## config.mk

```make
export PLATFORM = sky130hd
export DESIGN_NAME = rmq_div_cell
export DESIGN_NICKNAME = d
export VERILOG_FILES = /design/src/sv/rmq_div_cell.sv
export SDC_FILE = /design/constraint.sdc
export NUM_CORES = 1
export LEC_CHECK = 0
export ABC_CLOCK_PERIOD_IN_PS = 9030
export BUFFER_PORTS_ARGS = -buffer_cell sky130_fd_sc_hd__buf_2
export CAP_MARGIN = 20
export CORE_AREA = 2 2 236 238
export DETAILED_ROUTE_END_ITERATION = 10
export DIE_AREA = 0 0 238 240
export PLACE_DENSITY = 0.52
export SKIP_CTS_REPAIR_TIMING = 1
export SYNTH_ARGS = -nofsm -noshare
export SYNTH_HDL_FRONTEND = slang
export SYNTH_SLANG_ARGS = --single-unit
```

## constraint.sdc

```tcl
create_clock -name clock -period 9.03 [get_ports clock]
set_clock_uncertainty 0.2 [all_clocks]
set_input_delay 1.806 -clock clock [delete_from_list [all_inputs] [get_ports clock]]
set_output_delay 1.806 -clock clock [all_outputs]
set_load 0.01 [all_outputs]
```

## src/sv/rmq_div_cell.sv

```systemverilog
`timescale 1ns / 1ps
// one quotient bit per cell for the three off-diagonal components
module rmq_div_cell #(
   parameter int NW = 48,
   parameter int DVW = 26,
   parameter int BITPOS = 0
) (
   input  logic                clock,
   input  logic                en,
   input  logic [DVW-1:0]      dvs,
   input  logic [2:0][NW-1:0]  rem_i,
   input  logic [2:0][NW-1:0]  quo_i,
   output logic [2:0][NW-1:0]  rem_o,
   output logic [2:0][NW-1:0]  quo_o
);
   logic [2:0][NW-1:0] rem_in, quo_in;
   logic [2:0][NW-1:0] rem_ff, quo_ff;
   logic [NW+DVW-1:0]  shd;

   always_comb begin
      shd = {{NW{1'b0}}, dvs} << BITPOS;
      for (int k = 0; k < 3; k++) begin
         rem_in[k] = rem_i[k];
         quo_in[k] = quo_i[k];
         if ({{DVW{1'b0}}, rem_i[k]} >= shd) begin
            rem_in[k] = rem_i[k] - shd[NW-1:0];
            quo_in[k] = quo_i[k] | (NW'(1) << BITPOS);
         end
      end
   end

   always_ff @(posedge clock) begin
      if (en) begin
         rem_ff <= rem_in;
         quo_ff <= quo_in;
      end
   end
   assign rem_o = rem_ff;
   assign quo_o = quo_ff;
endmodule

```

Word level (Yosys, flattened, before mapping)
Index checks and enable logic that the tools add are counted.

Add/sub/neg operators: 3. Order comparisons: 3. Multiplexer cells: 3.

Operator list (count): 48-bit by 26-bit >= comparator with 1-bit output (3); 48-bit two-way mux (3); 48-bit by 26-bit subtractor with 48-bit output (3).

Bits in registers: 288. Input bits: 316. Logic and storage cells: 18.

Depth between registers and ports, before layout
Depth after elaboration: 2. Gate-level depth with buffers: 13.

Least setup slack after synthesis
Ideal clock, no wire load.

Path kind: in2reg. Start: in dvs[24]. End: reg rem_ff, in the netlist rem_o[139] (data pin). Library setup time: 0.258 ns. Arrival time: 4.509 ns. Data required time: 8.572 ns. Path slack: 4.064 ns. Cell stages on the path: 11. Path buffers: 1. Cells stage by stage: inv_1 ha_1 clkbuf_1 nor4bb_1 nand4_1 or4_1 nand4_1 a21o_1 o2111ai_1 or4_1 xnor2_1.

RTL lines: from (decl) (line 10) `input logic [DVW-1:0] dvs,`; to (signal assigned) (line 34) `rem_ff <= rem_in;`; to (decl) (line 17) `logic [2:0][NW-1:0] rem_ff, quo_ff;`.

==> impl_metrics.json <==
{
  "clk_pin_slew_ps": 60,
  "core_region_area_sq_um": 54700,
  "cts.path.max_buffers": 3,
  "hold_viol": 0,
  "drt_iter0_drc": 766,
  "portBuffers": 603,
  "synth_ff_type": "edfxtp_1",
  "hold_ws_ps": 1230,
  "die_y_microns": 240,
  "die_w_microns": 238,
  "syn_area_per_cell_sq_um": 11.4,
  "synth_simple_gate_area_share_pct": 14.2,
  "htreeDepth": 2,
  "hold_path.class": "primary input to flip-flop",
  "p_per_area_nw_per_um2": 188,
  "swShare_pct": 28.6,
  "p_seq_share_pct": 43.7,
  "fmax_ghz": 0.186,
  "worstSetupPathDepth": 11,
  "syn_nets": 1756,
  "yosys.area.top_type": "edfxtp_1",
  "die_area_sq_um": 57100,
  "yosysMostFrequentCell": "edfxtp_1",
  "power.switching_uw": 1100,
  "p_leak_uw": 0.00851,
  "fp-row-count": 86,
  "cts_inserted_buffers": 37,
  "synth_top_family_by_area": "simple AND/OR/NAND/NOR gates",
  "p_clk_share_pct": 36.2,
  "peakVddDrop_mv": 0.108,
  "hpwl_microns": 45900,
  "cp_cell_sequence": "buf_2, inv_1, ha_1, nor4bb_1, nand4_1, or4_1, nand4_1, a21o_1, o2111ai_1, or4_1, xnor2_1",
  "finalCriticalPeriod_ps": 5370,
  "ys_types": 76,
  "path_buf_inv": 2,
  "hold_path_depth": 1,
  "cts_sinks": 288,
  "initial_core_util_pct": 28.4,
  "cts_tree": "built",
  "status": "complete, no violations",
  "cp_slowest_cell": "nor4bb_1",
  "final_nets": 2362,
  "synth_compound_area_share_pct": 13.7,
  "synth_fa_ha_area_share_pct": 6.66,
  "drive_gt1_share_pct": 34.7,
  "cp_top_family": "simple AND/OR/NAND/NOR gates",
  "synth-seq-cells": 288,
  "grt_pass1_wl_microns": 81300,
  "yosysTopAreaCellShare_pct": 55.6,
  "startpoint_type": "primary input",
  "path_class": "primary input to flip-flop",
  "min_to": "quo_o[17]",
  "routed_wl_microns": 56700,
  "synth_edf_count": 288,
  "first_global_vias": 12800,
  "antenna_found_initial": 16,
  "cp.required_ps": 9120,
  "areaGrowthSynthToFinish_pct": 31.8,
  "async_flop_share_pct": 0,
  "vias_per_cell": 4.90,
  "finalSetupTns_ps": 0,
  "root_buffer": "clkbuf_16",
  "power_frac_comb_pct": 20.2,
  "antenna_left": 0,
  "crit_path_max_incr_delay_ps": 710,
  "synthTopCellsByArea": "edfxtp_1 56%, ha_1 6.3%, xor2_1 3.8%",
  "routabilityCongestion": 0.896,
  "ys_warn_count": 0,
  "grt_max_degree": 91,
  "relSlewSlack_pct": 32.9,
  "post-route-period-util_pct": 59.5,
  "setup_viol": 0,
  "grt_overflow": 0,
  "min-delay-start": "quo_i[17]",
  "track_usage_pct": 18.8,
  "rsz0062_at_grt": "no",
  "intPower_uw": 2750,
  "post_synth_instance_area_sq_um": 15500,
  "wire_per_inst_microns": 21.0,
  "worst-path-max-fanout": 9,
  "ys_seq_area_share_pct": 55.6,
  "io_pins": 604,
  "drv_cap": 0,
  "synth_cells": 1359,
  "synth_xor_area_share_pct": 7.21,
  "vias": 13200,
  "n_fill_cell": 5522,
  "slew_violations": 0,
  "first_pass_iters": 6,
  "ys_top_cells_by_count": "288 x edfxtp_1, 124 x nand2_1, 99 x o21ai_0, 96 x a21oi_1",
  "critPathArrivalTime_ps": 5460,
  "route.detailed.drc": 0,
  "end_kind": "flip-flop",
  "worst_pin_slew_ps": 1000,
  "synthMuxAreaShare_pct": 0.145
}
-- stage by stage --
stage	instances	total power (uW)	setup slack, ps	instance area (sq um)	util, %
2_1_floorplan	1359	2100	4060	15500	-
3_3_place_gp	2630	2480	3140	19300	35.4
3_5_place_dp	2630	2480	3130	19300	35.4
4_1_cts	2692	3900	3710	20500	37.5
5_1_grt	2693	4030	3440	20500	37.5
6_report	2700	3850	3660	20500	37.5
-- state kept, by name (all words and copies together) (netlist names) --
| signal | flops |
|---|---|
| quo_o | 144 |
| rem_o | 144 |
-- power by group through the flow --
stage,Combinational [uW],Sequential [uW],Clock [uW]
final,776,1680,1390
after global routing,850,1690,1490
after CTS,781,1680,1430
after detailed placement,779,1710,0
after global placement,777,1710,0
after floorplan,320,1780,0
-- layout by cell type, fill, tap and decap left out, drive strengths merged, types with 13 or more instances in the layout --
| cell type | instances |
|---|---|
| inv | 52 |
| o21ai | 103 |
| nand4 | 28 |
| edfxtp | 288 |
| or4 | 17 |
| nor4 | 25 |
| nand2 | 124 |
| xnor2 | 61 |
| a211oi | 13 |
| o211ai | 14 |
| nand2b | 19 |
| or3 | 19 |
| nor3 | 32 |
| a21oi | 97 |
| a31oi | 13 |
| buf | 612 |
| clkbuf | 42 |
| a21o | 30 |
| nand3 | 24 |
| xor2 | 67 |
| and3 | 13 |
| clkinv | 15 |
| nor2 | 78 |
| ha | 78 |
-- layer usage --
layer	up-vias	GRT usage [%]	wire (microns)	part of all wire, %
met1	6305	22.2	22600	40
li1	6373	-	-	-
met3	81	5.34	4280	7.5
met2	472	33.7	28700	51
met4	12	4.81	1120	2.0
met5	-	0	77	0.14
-- worst max path at each step --
stage	from	to	slack [ps]
2_1_floorplan	dvs[24]	rem_o[139]	4060
3_3_place_gp	dvs[24]	rem_o[139]	3140
3_5_place_dp	dvs[24]	rem_o[139]	3130
4_1_cts	dvs[24]	rem_o[139]	3710
5_1_grt	dvs[24]	rem_o[139]	3440
6_report	dvs[24]	rem_o[139]	3660
-- cell families (layout without fill, tap and decap cells) --
group / Yosys count / after routing
and+or+nand+nor: 425 / 425
other: 0 / 8
buffers and inverters: 95 / 724
adders and majority gates: 81 / 81
xor gates and xnor gates: 128 / 128
AOI/OAI and AO/OA: 340 / 340
muxes: 2 / 2
DFF: 288 / 288
-- layout make-up --
cell class | instances | area [sq um] | area share (%)
Antenna cell | 8 | 20.0 | 0.0977
Clock buffer | 42 | 966 | 4.71
Clock inverter | 20 | 161 | 0.787
Inverter | 50 | 188 | 0.916
Multi-Input combinational cell | 976 | 6540 | 31.9
Sequential cell | 288 | 8650 | 42.2
Tap cell | 704 | 881 | 4.30
Timing Repair Buffer | 612 | 3100 | 15.1
Note: power is estimated with default switching activity, not from simulation.
