==> src/sv/rmq_sqrt_cell.sv <==
`timescale 1ns / 1ps
// one root bit per cell: restoring square root, remainder and root move to the next cell
module rmq_sqrt_cell #(
   parameter int AW = 48,
   parameter int RW = 24,
   parameter int BITPOS = 0
) (
   input  logic          clock,
   input  logic          en,
   input  logic [AW-1:0] rem_i,
   input  logic [RW-1:0] root_i,
   output logic [AW-1:0] rem_o,
   output logic [RW-1:0] root_o
);
   logic [AW+1:0] trial;
   logic [AW-1:0] rem_in;
   logic [RW-1:0] root_in;
   logic [AW-1:0] rem_ff;
   logic [RW-1:0] root_ff;

   always_comb begin
      trial   = ({2'b00, rem_i} >> (2 * BITPOS))
                - {({{(AW+2-RW){1'b0}}, root_i} << 2) | (AW+2)'(1)};
      rem_in  = rem_i;
      root_in = root_i << 1;
      if (!trial[AW+1]) begin
         rem_in  = rem_i - AW'((trial[AW-1:0] ^ trial[AW-1:0]) +
                   (({{(AW-RW){1'b0}}, root_i} << 2 | AW'(1)) << (2 * BITPOS)));
         root_in = (root_i << 1) | RW'(1);
      end
   end

   always_ff @(posedge clock) begin
      if (en) begin
         rem_ff  <= rem_in;
         root_ff <= root_in;
      end
   end
   assign rem_o  = rem_ff;
   assign root_o = root_ff;
endmodule

==> config.mk <==
export PLATFORM = sky130hd
export DESIGN_NAME = rmq_sqrt_cell
export DESIGN_NICKNAME = d
export VERILOG_FILES = /design/src/sv/rmq_sqrt_cell.sv
export SDC_FILE = /design/constraint.sdc
export NUM_CORES = 1
export LEC_CHECK = 0
export CAP_MARGIN = 25
export CORE_MARGIN = 2
export CORE_UTILIZATION = 63
export CTS_CLUSTER_DIAMETER = 50
export DETAILED_ROUTE_END_ITERATION = 16
export DONT_BUFFER_PORTS = 1
export GPL_ROUTABILITY_DRIVEN = 0
export PLACE_DENSITY = 0.83
export SYNTH_ARGS = -nofsm -noshare
export SYNTH_HDL_FRONTEND = slang
export SYNTH_SLANG_ARGS = --single-unit
==> constraint.sdc <==
create_clock -name clock -period 5.5 [get_ports clock]
set_clock_uncertainty 0.15 [all_clocks]
set_input_delay 0.825 -clock clock [delete_from_list [all_inputs] [get_ports clock]]
set_output_delay 0.825 -clock clock [all_outputs]
set_load 0.005 [all_outputs]
# --- Word-level counts from Yosys, hierarchy flattened ---
# Cells that the tools add are included.
word_totals:
  wordCells: 8
  regBits: 72
  output_inout_bits: 72
  inputBits: 74
op_classes:
  muxes: 2
  add_sub_neg: 3
  bitwise_logic: 1
ops:
  columns: ["cell", "count"]
  rows:
  - ["$sub A48 B26 Y49", 1]
  - ["$add A48 B26 Y48", 1]
  - ["$mux W48", 1]
  - ["$sub A48 B48 Y48", 1]
  - ["$xor A48 B48 Y48", 1]
  - ["$mux W1", 1]

# --- Depth between registers and ports, before layout ---
# Gate-level depths: netlist of run 1.
logic_depth:
  word_depth: 5
  mapped_depth: 13
  depth_no_buf: 12

# --- Worst setup path before layout of run 1 ---
# Ideal clock, no wire load.
synth_path:
  path_type: "input port to flip-flop"
  startpoint: "input rem_i[3]"
  endpoint: "register rem_ff[28], in the netlist rem_o[28] (data pin)"
  stages: 12
  setup_time_ns: 0.264
  slack_ns: 1.827
  t_arrival_ns: 3.259
  path_buffers: 0
  t_required_ns: 5.086
  path_cell_list: "inv_1 > ha_1 > inv_1 > ha_1 > or3_4 > o22a_1 > a32oi_1 > nor2_1 > o41ai_2 > o221ai_1 > a31oi_1 > xor2_1"
synth_via:
  elab_chain_len: 5
synth_lines:
  columns: ["item", "line_no", "text"]
  rows:
  - ["from (decl)", "10", "input logic [AW-1:0] rem_i,"]
  - ["$sub A48 B26 Y49", "23", "- {({{(AW+2-RW){1'b0}}, root_i} << 2) | (AW+2)'(1)};"]
  - ["$xor A48 B48 Y48", "27", "rem_in = rem_i - AW'((trial[AW-1:0] ^ trial[AW-1:0]) +"]
  - ["$add A48 B26 Y48", "27", null]
  - ["$sub A48 B48 Y48", "27", null]
  - ["$mux W48 (*)", "26", "if (!trial[AW+1]) begin"]
  - ["net rem_in[28]", "16", "logic [AW-1:0] rem_in;"]
  - ["to (signal assigned)", "35", "rem_ff <= rem_in;"]
  - ["to (decl)", "18", "logic [AW-1:0] rem_ff;"]
# The timed path passes the listed nets; every way through them passes the cells marked *.
# A chain may end at the register's enable or synchronous reset.

# --- Final worst setup path of run 1 ---
layout_path:
  startpoint: "input rem_i[4]"
  endpoint: "register rem_ff[31], in the netlist rem_o[31] (data pin)"
# Same word-level chain as after synthesis.

==> results of run 1 <==
-- Yosys cell counts, types with 4 or more instances --
library cell  number  area, um^2
clkbuf_1           4       15.01
nand2b_1           6       37.54
nand3_1            7       35.03
nand4_1            7       43.79
xor2_1            29       254.0
nor3_1            10       50.05
a21o_1             8       60.06
inv_1            101       379.1
or3_1              4       25.02
ha_1              75       938.4
o21ai_0           23       115.1
nor4_1             5       31.28
nand2_1           32       120.1
nor3_2             4       40.04
a21oi_1           54       270.3
xnor2_1           13       113.9
edfxtp_1          72        2162
a211oi_1           4       30.03
nor2_1            52       195.2
-- per-stage QoR --
| step | power (mW) | cell area, um^2 |
|---|---|---|
| 6_report | 1.712 | 5803 |
| 3_3_place_gp | 1.141 | 5538 |
| 2_1_floorplan | 1.064 | 5438 |
| 4_1_cts | 1.717 | 5803 |
| 5_1_grt | 1.798 | 5803 |
| 3_5_place_dp | 1.154 | 5538 |
-- worst max-delay path, stage by stage --
cell,delay (ps)
inv_1,30
ha_1,310
inv_1,50
ha_1,330
o21a_1,210
o21ai_0,210
o21bai_2,160
a31o_4,280
a211oi_4,360
o2111ai_2,460
o31ai_1,360
o21ai_0,140
-- layer usage --
metal	GRT usage [%]	vias up
met2	41.67	176
met5	0	-
met3	8.671	17
met1	31.39	1841
li1	-	1952
met4	8.126	0
-- logic make-up after synthesis --
logic type                 after synthesis  synth area share (%)
and+or+nand+nor                        148                 14.29
AOI/OAI and AO/OA                      119                 14.11
buffers and inverters                  109                 7.823
adders and majority gates               75                 17.26
DFF                                     72                 39.76
xor gates and xnor gates                42                 6.765
-- sequential cells by signal, indices dropped and copies added, names as in the netlist --
signal	count
rem_o	48
root_o	24
-- worst min path at each step --
stage	start	to	cells after the start	slack [ps]
3_5_place_dp	root_i[5]	root_o[6]	0	770
2_1_floorplan	root_i[9]	root_o[10]	0	770
6_report	root_i[18]	root_o[19]	0	410
4_1_cts	root_i[19]	root_o[20]	0	400
5_1_grt	root_i[18]	root_o[19]	0	390
3_3_place_gp	root_i[0]	root_o[1]	0	770
-- where the power goes --
group / internal [mW] / switching (mW)
logic: 0.171 / 0.242
registers: 0.701 / 0.0397
clock network: 0.349 / 0.209
total: 1.22 / 0.491
-- final cells by class --
class,count,share of cell area [%]
multi-input combinational,384,49.12
sequential,72,37.26
clock buffer,9,2.135
clock inverter,7,2.436
tap,105,2.264
inverter,101,6.533
timing repair buffer,2,0.2587
==> flow_summary.toml, run 1 <==
[yosys]
synth_warnings = 0
syn_area_mm2 = 0.005438
synth_edf_count = 72
syn-instance-count = 565
ys_seq_area_share_pct = 39.76
synth-async-reset-ratio_pct = 0
synth_seq_cells = 72
synth_cell_types = 60
synth.avg_cell_area_um2 = 9.624
synth-main-ff-cell = "edfxtp_1"
mappedNetlistNets = 714

[sta]
slew_violations = 0
max_slew.worst_pin.slew_ps = 764.3
rsz0062_at_grt = "false"
setup_viol = 0
finalCriticalPeriod_ps = 3830
finalSetupTns_ps = 0
relSlewSlack_pct = 49.04
layout_setup_ws_ps = 1670
whs_ps = 414.5
fmax_mhz = 261.1
finalHoldViolCount = 0
fin_crit_sh_pct = 69.64

[clock_network]
cts_resized = 0
cts-root-buf = "clkbuf_8"
cts_tree = "built"
cts_made_buffers = 9
h-tree-depth = 3
clk_pin_slew_ps = 80
post_cts_buffers = 0
postCtsHoldBufs = 0
clk_path_buf_depth = 2
cts_sinks = 72

[outcome]
outcome = "finished, final reports clean"

[global_routing]
grt_pass1_wl_mm = 19.22
antenna_found_initial = 0
overflow = 0
grt_start_max_net_pins = 73
grt_pass1_vias = 3998
grt_usage_pct = 25.32

[drt]
drc = 0
vias = 3986
dr.pass1.iters = 4
wire_per_inst_um = 17.67
wl_met2_mm = 5.747
wl_mm = 12.02
ant_nets = 0
wl_met1_mm = 4.973
viasPerCell = 5.862
highest_layer = "met4"
dr.first_iter.drc_count = 308
met3_length_mm = 1.104

[setup_path]
crit_path_end_kind = "flop"
critPathCapture = "rem_o[31]"
critPathKind = "in -> reg"
startpoint = "rem_i[4]"
critPathLaunchType = "input pin"
arrival_ps = 3740
crit_fanout = 11
worstPathRequired_ps = 5410

[placed_design]
io_buffer_count = 0
dpl_worst_slack_ps = 1370
hpwl_mm = 9.297
dp.cells = 664

[die]
io_pins = 146
dieWidth_um = 96.91
initial_core_util_pct = 65.52
core_area_mm2 = 0.008299
rows = 33
fp.dieH_um = 96.91
dieArea_mm2 = 0.009391

[layout]
insertedDiodeCount = 0
multiInputGateArea_mm2 = 0.002850
layout-drive-gt1-share_pct = 7.304
final_nets = 719
regArea_mm2 = 0.002162
fillers = 595
instances_no_fill = 680
final_common_cell = "inv_1"
final_cell_mix = "inv_1 (101), ha_1 (75), edfxtp_1 (72)"
fin_util_pct = 69.92
area_growth_pct = 6.719

[min_path]
hp-class = "in -> reg"

[pwr]
power_density_mw_per_mm2 = 295.0
ir_drop_v = 0.0001531
leakage_nw = 2.570

[job]
cap_violations = 0
Power figures use the tool's default switching activity.
==> run 2, diff against run 1 <==
CORE_UTILIZATION = 59   (was 63)
PLACE_DENSITY = 0.82   (was 0.83)
clock period = 3.2 ns   (was 5.5 ns; I/O delays follow)
==> run 2 against run 1 <==
- sequential share of layout area decreased by 2.8 points
- clock-buffer cell count unchanged
- final area increased by 8.2%
- critical path depth unchanged
- highest routed layer unchanged
- final cell count increased by 9.7%
==> flow_summary.toml, run 2 (same netlist as run 1, synthesis figures left out) <==
[outcome]
outcome = "finished, final reports clean"

[clock_network]
cts_sinks = 72
cts_made_buffers = 9
cts-root-buf = "clkbuf_8"
postCtsHoldBufs = 0
clk_pin_slew_ps = 90
clk_path_buf_depth = 2
h-tree-depth = 3
cts_tree = "built"

[sta]
whs_ps = 65.08
slew_violations = 0
fin_crit_sh_pct = 96.61
finalHoldViolCount = 0
fmax_mhz = 323.5
setup_viol = 0
relSlewSlack_pct = 67.65
max_slew.worst_pin.slew_ps = 481.5
finalCriticalPeriod_ps = 3092
rsz0062_at_grt = "true"
layout_setup_ws_ps = 108.5
finalSetupTns_ps = 0

[global_routing]
grt_pass1_vias = 4334
overflow = 0
grt_usage_pct = 24.71
grt_start_max_net_pins = 73
antenna_found_initial = 0
grt_pass1_wl_mm = 19.75

[drt]
viasPerCell = 5.718
highest_layer = "met4"
ant_nets = 0
drc = 0
wl_mm = 12.11
wl_met1_mm = 4.880
wire_per_inst_um = 16.23
wl_met2_mm = 5.781
vias = 4266
dr.pass1.iters = 5
dr.first_iter.drc_count = 288
met3_length_mm = 1.120

[layout]
layout-drive-gt1-share_pct = 17.48
final_common_cell = "inv_1"
area_growth_pct = 15.44
insertedDiodeCount = 0
final_cell_mix = "inv_1 (101), edfxtp_1 (72), ha_1 (71)"
largest_register_ffs = 48
final_nets = 779

[setup_path]
critPathMaxStageDelay_ps = 430
crit_fanout = 4
slowest_stage = "o41ai_2"
crit_path_end_kind = "flop"
worstPathRequired_ps = 3160
cp_cell_sequence = "inv_1 > ha_1 > inv_1 > ha_2 > or3_4 > o22a_1 > a32oi_2 > nor2_1 > o41ai_2 > o221ai_2 > a31oi_1 > xor2_1"
critPathKind = "in -> reg"
critPathCapture = "rem_o[28]"
startpoint = "rem_i[4]"
cp_common_cell = "inv_1"
critPathLaunchType = "input pin"
arrival_ps = 3050

[pwr]
power_density_mw_per_mm2 = 459.4
finalPower_mw = 2.884
ir_drop_v = 0.0002366
leakage_nw = 2.830

[die]
dieArea_mm2 = 0.01000
dieWidth_um = 100
initial_core_util_pct = 59.70
fp.dieH_um = 100
rows = 35
io_pins = 146
core_area_mm2 = 0.009109

[placed_design]
dpl_worst_slack_ps = -300.3
io_buffer_count = 0
hpwl_mm = 9.505

[min_path]
hp-class = "in -> reg"

[job]
cap_violations = 0
==> run 2: changes by cell type in the layout (fill, tap and decap cells not counted), moves of 2 or more <==
cell        delta
nor3_1         -2
clkinv_4       +2
ha_2           +2
clkinvlp_4     +2
ha_1           -4
buf_4         +59
nor3_2         +2
bufinv_16      -3
ha_4           +2
==> run 2: worst min-delay path by stage <==
| stage | from | endpoint | slack [ps] | cells after the start |
|---|---|---|---|---|
| CTS | root_i[6] | root_o[7] | 50 | 0 |
| global route | root_i[20] | root_o[21] | 40 | 0 |
| floorplan | root_i[9] | root_o[10] | 430 | 0 |
| global placement | root_i[22] | root_o[23] | 430 | 0 |
| finish | root_i[6] | root_o[7] | 70 | 0 |
| detailed placement | root_i[21] | root_o[22] | 430 | 0 |
==> run 2: repair_timing <==
action                                  4_1_cts  5_1_grt
resized for setup                             0        4
buffers inserted                              0        0
endpoints found under the setup margin        0        5
==> run 2: cell type report <==
class	count	area, um^2
clock buffer	9	123.9
clock inverter	7	80.08
fill	690	2831
inverter	101	379.1
multi-input combinational	384	2915
sequential	72	2162
tap	111	138.9
timing repair buffer	62	478.0
==> run 2: stage by stage <==
step	area (um^2)	util, %	std cells
after floorplan	5475	-	565
after global placement	6046	66.37	730
after detailed placement	6046	66.37	730
after CTS	6250	68.61	746
after global routing	6277	68.91	746
final	6277	68.91	746
==> run 2: layer usage <==
metal	GRT usage, %	up-vias
li1	-	2077
met1	28.61	1957
met2	42.05	197
met3	8.565	35
met4	9.905	0
met5	0	-
==> run 2: where the power goes <==
group / switching, mW / internal (mW)
clock: 0.373 / 0.368
combinational: 0.457 / 0.414
sequential: 0.0661 / 1.21
==> run 2: critical path, delay by kind of cell <==
kind | cells | cell delay [ps]
simple gates | 2 | 520
fa+ha+maj | 2 | 460
buf+inv | 2 | 80
xor+xnor | 1 | 90
compound gates | 5 | 1400
